[config.mk]
export PLATFORM = sky130hd
export DESIGN_NAME = fbba_ram
export DESIGN_NICKNAME = d
export VERILOG_FILES = /design/src/hdl/free_block_bitmap_allocator_unit_macros.svh /design/src/hdl/fbba_ram.sv
export SDC_FILE = /design/constraint.sdc
export NUM_CORES = 2
export LEC_CHECK = 0
export BUFFER_PORTS_ARGS = -buffer_cell sky130_fd_sc_hd__buf_2
export CORE_MARGIN = 4
export CORE_UTILIZATION = 55
export CTS_BUF_LIST = sky130_fd_sc_hd__clkbuf_16
export CTS_CLUSTER_DIAMETER = 40
export DETAILED_ROUTE_END_ITERATION = 16
export GPL_ROUTABILITY_DRIVEN = 0
export PLACE_DENSITY = 0.7
export SYNTH_ARGS = -nofsm -noshare
export SYNTH_HDL_FRONTEND = slang
export SYNTH_SLANG_ARGS = --single-unit
[constraint.sdc]
create_clock -name clk_i -period 7.2 [get_ports clk_i]
set_clock_uncertainty 0.05 [all_clocks]
set_input_delay 1.08 -clock clk_i [delete_from_list [all_inputs] [get_ports clk_i]]
set_output_delay 1.08 -clock clk_i [all_outputs]
set_load 0.02 [all_outputs]
[src/hdl/free_block_bitmap_allocator_unit_macros.svh]
// assertion macros for the free block bitmap allocator
`ifndef FREE_BLOCK_BITMAP_ALLOCATOR_UNIT_MACROS_SVH
`define FREE_BLOCK_BITMAP_ALLOCATOR_UNIT_MACROS_SVH
`ifndef SYNTH
`define FBBA_ASSERT(lbl, clk, rstn, prop, msg) \
  lbl: assert property (@(posedge clk) disable iff (!rstn) prop) else $error(msg);
`define FBBA_ASSERT_ALWAYS(lbl, clk, prop, msg) \
  lbl: assert property (@(posedge clk) prop) else $error(msg);
`else
`define FBBA_ASSERT(lbl, clk, rstn, prop, msg)
`define FBBA_ASSERT_ALWAYS(lbl, clk, prop, msg)
`endif
`endif

[src/hdl/fbba_ram.sv]
`timescale 1ns / 1ps
`default_nettype none
module fbba_ram #(
  parameter int unsigned WIDTH = 8,
  parameter int unsigned DEPTH = 512,
  parameter int unsigned AW    = (DEPTH > 1) ? $clog2(DEPTH) : 1
) (
  input  wire logic             clk_i,
  input  wire logic             we_i,
  input  wire logic [AW-1:0]    waddr_i,
  input  wire logic [WIDTH-1:0] wdata_i,
  input  wire logic             re_i,
  input  wire logic [AW-1:0]    raddr_i,
  output logic      [WIDTH-1:0] rdata_o
);

  logic [WIDTH-1:0] mem [DEPTH];
  logic [WIDTH-1:0] rdata_q;

  always_ff @(posedge clk_i) begin
    if (we_i) begin
      mem[waddr_i] <= wdata_i;
    end
  end

  always_ff @(posedge clk_i) begin
    if (re_i) begin
      rdata_q <= mem[raddr_i];
    end
  end

  assign rdata_o = rdata_q;

endmodule
`default_nettype wire

==> results.tsv <==
metric	value	unit
Period minus WS final	4.93	ns
wire per inst	32.7	µm
Max Clk Rate	0.203	GHz
Mapped Cells	8030	
TritonCTS Sinks	4104	
# fillers	19400	
Post-Synth Simple-Gate Area	2.63	%
DIE HEIGHT	547	µm
area fraction in compound gates after synthesis	4.31	%
Post-synth EDFFs	4104	
Synth Cell Area	160000	µm²
xor/xnor share of the synthesized area	0	%
# Post-CTS Setup Buffers	0	
DP Wirelength	242000	µm
RSZ-0062 raised after global routing	no	
initial antenna violation count	27	
CTS Root Cell	clkbuf_16	
critical path arrival	5.59	ns
Top Ports	37	
Hold Crit Class	in2reg	
drt pass-1 iters	7	
ys async rst share	0	%
vias in the first global route	81400	
dpl ws	1.35	ns
Final period util	68.5	%
TritonCTS clock tree	built	
main combinational cell family by area after synthesis	multiplexers	
Yosys warning total	0	
sequential cell area	123000	µm²
area grow syn2layout	12.6	%
status	complete, no violations	
Netlist cell types	50	
R2R cell count	8	
global route overflow	0	
Num CTS Buffers	469	
#FFs+latches synth	4104	
Reg2Reg Setup Slack	4.01	ns
Max-slew headroom	10.5	%
critical path class	in2reg	
reg2reg start	mem[35][3]$_DFFE_PP_	
Die ar.	300000	µm²
row cnt	197	
Die X-Extent	547	µm
Starting Density	55.4	%
top_reg_cell synth	edfxtp_1	
nets@finish	8215	
Final ANT Viol Nets	0	
DR vias	83000	
max-cap viol count	0	
initial drt markers	12600	
CP max FO	75	
part of the Yosys area used for sequential elements	77.0	%
drc violations	0	
Critical R2R Capture	rdata_o[3]$_DFFE_PP_	
Vias/cell	6.65	
largest net degree at the start of global routing	193	
Core Box Area	289000	µm²
H-Tree Depth	5	
Clock Tree Buf Depth	4	
Hold Path End	rdata_o[3]$_DFFE_PP_	
multiplexer share of the synthesized area	14.2	%
syn avg cell area	19.9	µm²
worst slew pin tran	1.33	ns
drt total wl	407000	µm
hold_sp	re_i	
Startpoint Class	input pin	
Final Hold Fails	0	
Synth Area in Adders	0	%
syn nets	8059	
Setup-failing EPs final	0	
clk slew on worst S/H paths	0.06	ns
multi-input logic area	34000	µm²
post-CTS sizing	0	
hold buffer count at CTS	0	
Tot GR Track Use	26.9	%
# port buffers	36	
worst ir drop on vdd	0.226	mV
Crit. End Element	register	
layout cells sized above 1	19.1	%
setup TNS	0	ns
worst setup margin	2.27	ns
pwr dens	293	nW/µm²
critical path required time	7.86	ns
Hold Path Cell Cnt	1	
global-route wire length before repair	587000	µm
latest clock arrival within the worst-skew pair	0.98	ns
Leak	57.3	nW
Final Max Tran Viols	0	
fin util	62.4	%
per-stage QoR:
step | hold WS, ns | std cells | total power (W) | instance area, µm²
final | 0.510 | 12500 | 0.0527 | 180000
after global routing | 0.485 | 12500 | 0.0541 | 180000
after detailed placement | 1.20 | 11600 | 0.0292 | 164000
after global placement | 1.16 | 11600 | 0.0291 | 164000
after floorplan | 0.965 | 8030 | 0.0281 | 160000
after CTS | 0.459 | 12500 | 0.0529 | 180000
how the worst max path moves through the flow:
stage                                      end        from  slack [ns]
after floorplan           rdata_o[0]$_DFFE_PP_  raddr_i[0]        3.96
after global placement    rdata_o[5]$_DFFE_PP_  raddr_i[1]        1.32
after detailed placement  rdata_o[5]$_DFFE_PP_  raddr_i[1]        1.35
after CTS                 rdata_o[5]$_DFFE_PP_  raddr_i[1]        2.35
after global routing      rdata_o[5]$_DFFE_PP_  raddr_i[2]        2.20
final                     rdata_o[5]$_DFFE_PP_  raddr_i[2]        2.27
critical path: stages:
cell and delay (ns):
buf_6 0.53, nand2b_4 0.53, buf_12 0.29, buf_12 0.28, buf_12 0.33, o221ai_1 0.25, a21oi_1 0.54, nor3_1 0.11
nand3_1 0.29, o21ai_0 0.51, o2111a_1 0.47
layout make-up:
cell class,count,area share [%]
diodes,9,0.0125
clock buffers,475,6.60
clock inverters,397,2.28
inverters,3,0.0104
multi-input cells,3410,18.9
flip-flops and latches,4104,68.4
well taps,3880,2.69
repair buffers,198,1.13
flip-flops by register name, summed over array words and instances, names as in the netlist:
signal / flops
mem: 4096
rdata_o: 8
per-layer routing:
layer	track usage (%)	part of all wire, %	vias up
met5	0	0.018	-
met4	9.97	4.3	10
met3	6.88	12	933
met2	40.8	46	5303
met1	38.1	38	42900
li1	-	-	33900
placed cells by master (no fill, tap or decap), drive strengths merged, types with 7 or more instances in the layout:
cell type	n
o41ai	7
bufinv	59
a211oi	17
nor2	597
nand2	111
mux2i	797
clkinvlp	50
edfxtp	4104
o2111a	8
clkbuf	475
inv	97
a21oi	194
o22ai	163
nand3	36
nor4	36
and2	20
a22oi	61
mux4	654
nand4	32
o31ai	13
nor3b	8
o21ai	119
buf	198
diode	9
clkinv	194
o221ai	372
nor3	109
cell usage after synthesis (2+ instances only):
| cell type | n | area share (%) |
|---|---|---|
| nor3_1 | 109 | 0.34 |
| and2_1 | 20 | 0.078 |
| o22a_1 | 3 | 0.016 |
| o2111a_1 | 8 | 0.056 |
| o221ai_1 | 371 | 2.0 |
| a31oi_1 | 2 | 0.0078 |
| nand3_1 | 36 | 0.11 |
| mux4_2 | 654 | 9.2 |
| nand2b_1 | 4 | 0.016 |
| buf_2 | 57 | 0.18 |
| inv_1 | 2 | 0.0047 |
| buf_1 | 41 | 0.096 |
| a21oi_1 | 194 | 0.61 |
| buf_6 | 64 | 0.45 |
| nand4_1 | 32 | 0.13 |
| nor2b_1 | 6 | 0.023 |
| a211oi_1 | 17 | 0.080 |
| o41ai_1 | 7 | 0.038 |
| clkbuf_1 | 265 | 0.62 |
| a22o_1 | 5 | 0.027 |
| edfxtp_1 | 4104 | 77 |
| or3_1 | 6 | 0.023 |
| a2111oi_0 | 3 | 0.016 |
| and3_1 | 4 | 0.016 |
| nor4_1 | 36 | 0.14 |
| or2_2 | 4 | 0.016 |
| and3b_1 | 4 | 0.022 |
| buf_8 | 11 | 0.10 |
| o21ai_0 | 118 | 0.37 |
| nor3b_1 | 8 | 0.038 |
| a22oi_1 | 61 | 0.29 |
| a211o_1 | 2 | 0.011 |
| o211ai_1 | 2 | 0.0094 |
| buf_4 | 70 | 0.33 |
| o22ai_1 | 163 | 0.64 |
| mux2i_1 | 797 | 5.0 |
| nand2_1 | 111 | 0.26 |
| o31ai_1 | 13 | 0.061 |
| nor2_1 | 597 | 1.4 |
| buf_12 | 5 | 0.063 |
| o311ai_0 | 5 | 0.027 |
cell families after synthesis:
kind of cell / count (synthesis)
muxes: 1451
AOI/OAI and AO/OA: 979
and+or+nand+nor: 980
DFF: 4104
buffers and inverters: 516
where the power goes:
group / leakage, nW / switching (W) / internal (W) / total, W
clock network: 7.86 / 0.00979 / 0.0142 / 0.0240
registers: 36.9 / 0.0000252 / 0.0263 / 0.0264
logic: 12.6 / 0.00161 / 0.000726 / 0.00234
(Power assumes the default switching activity.)
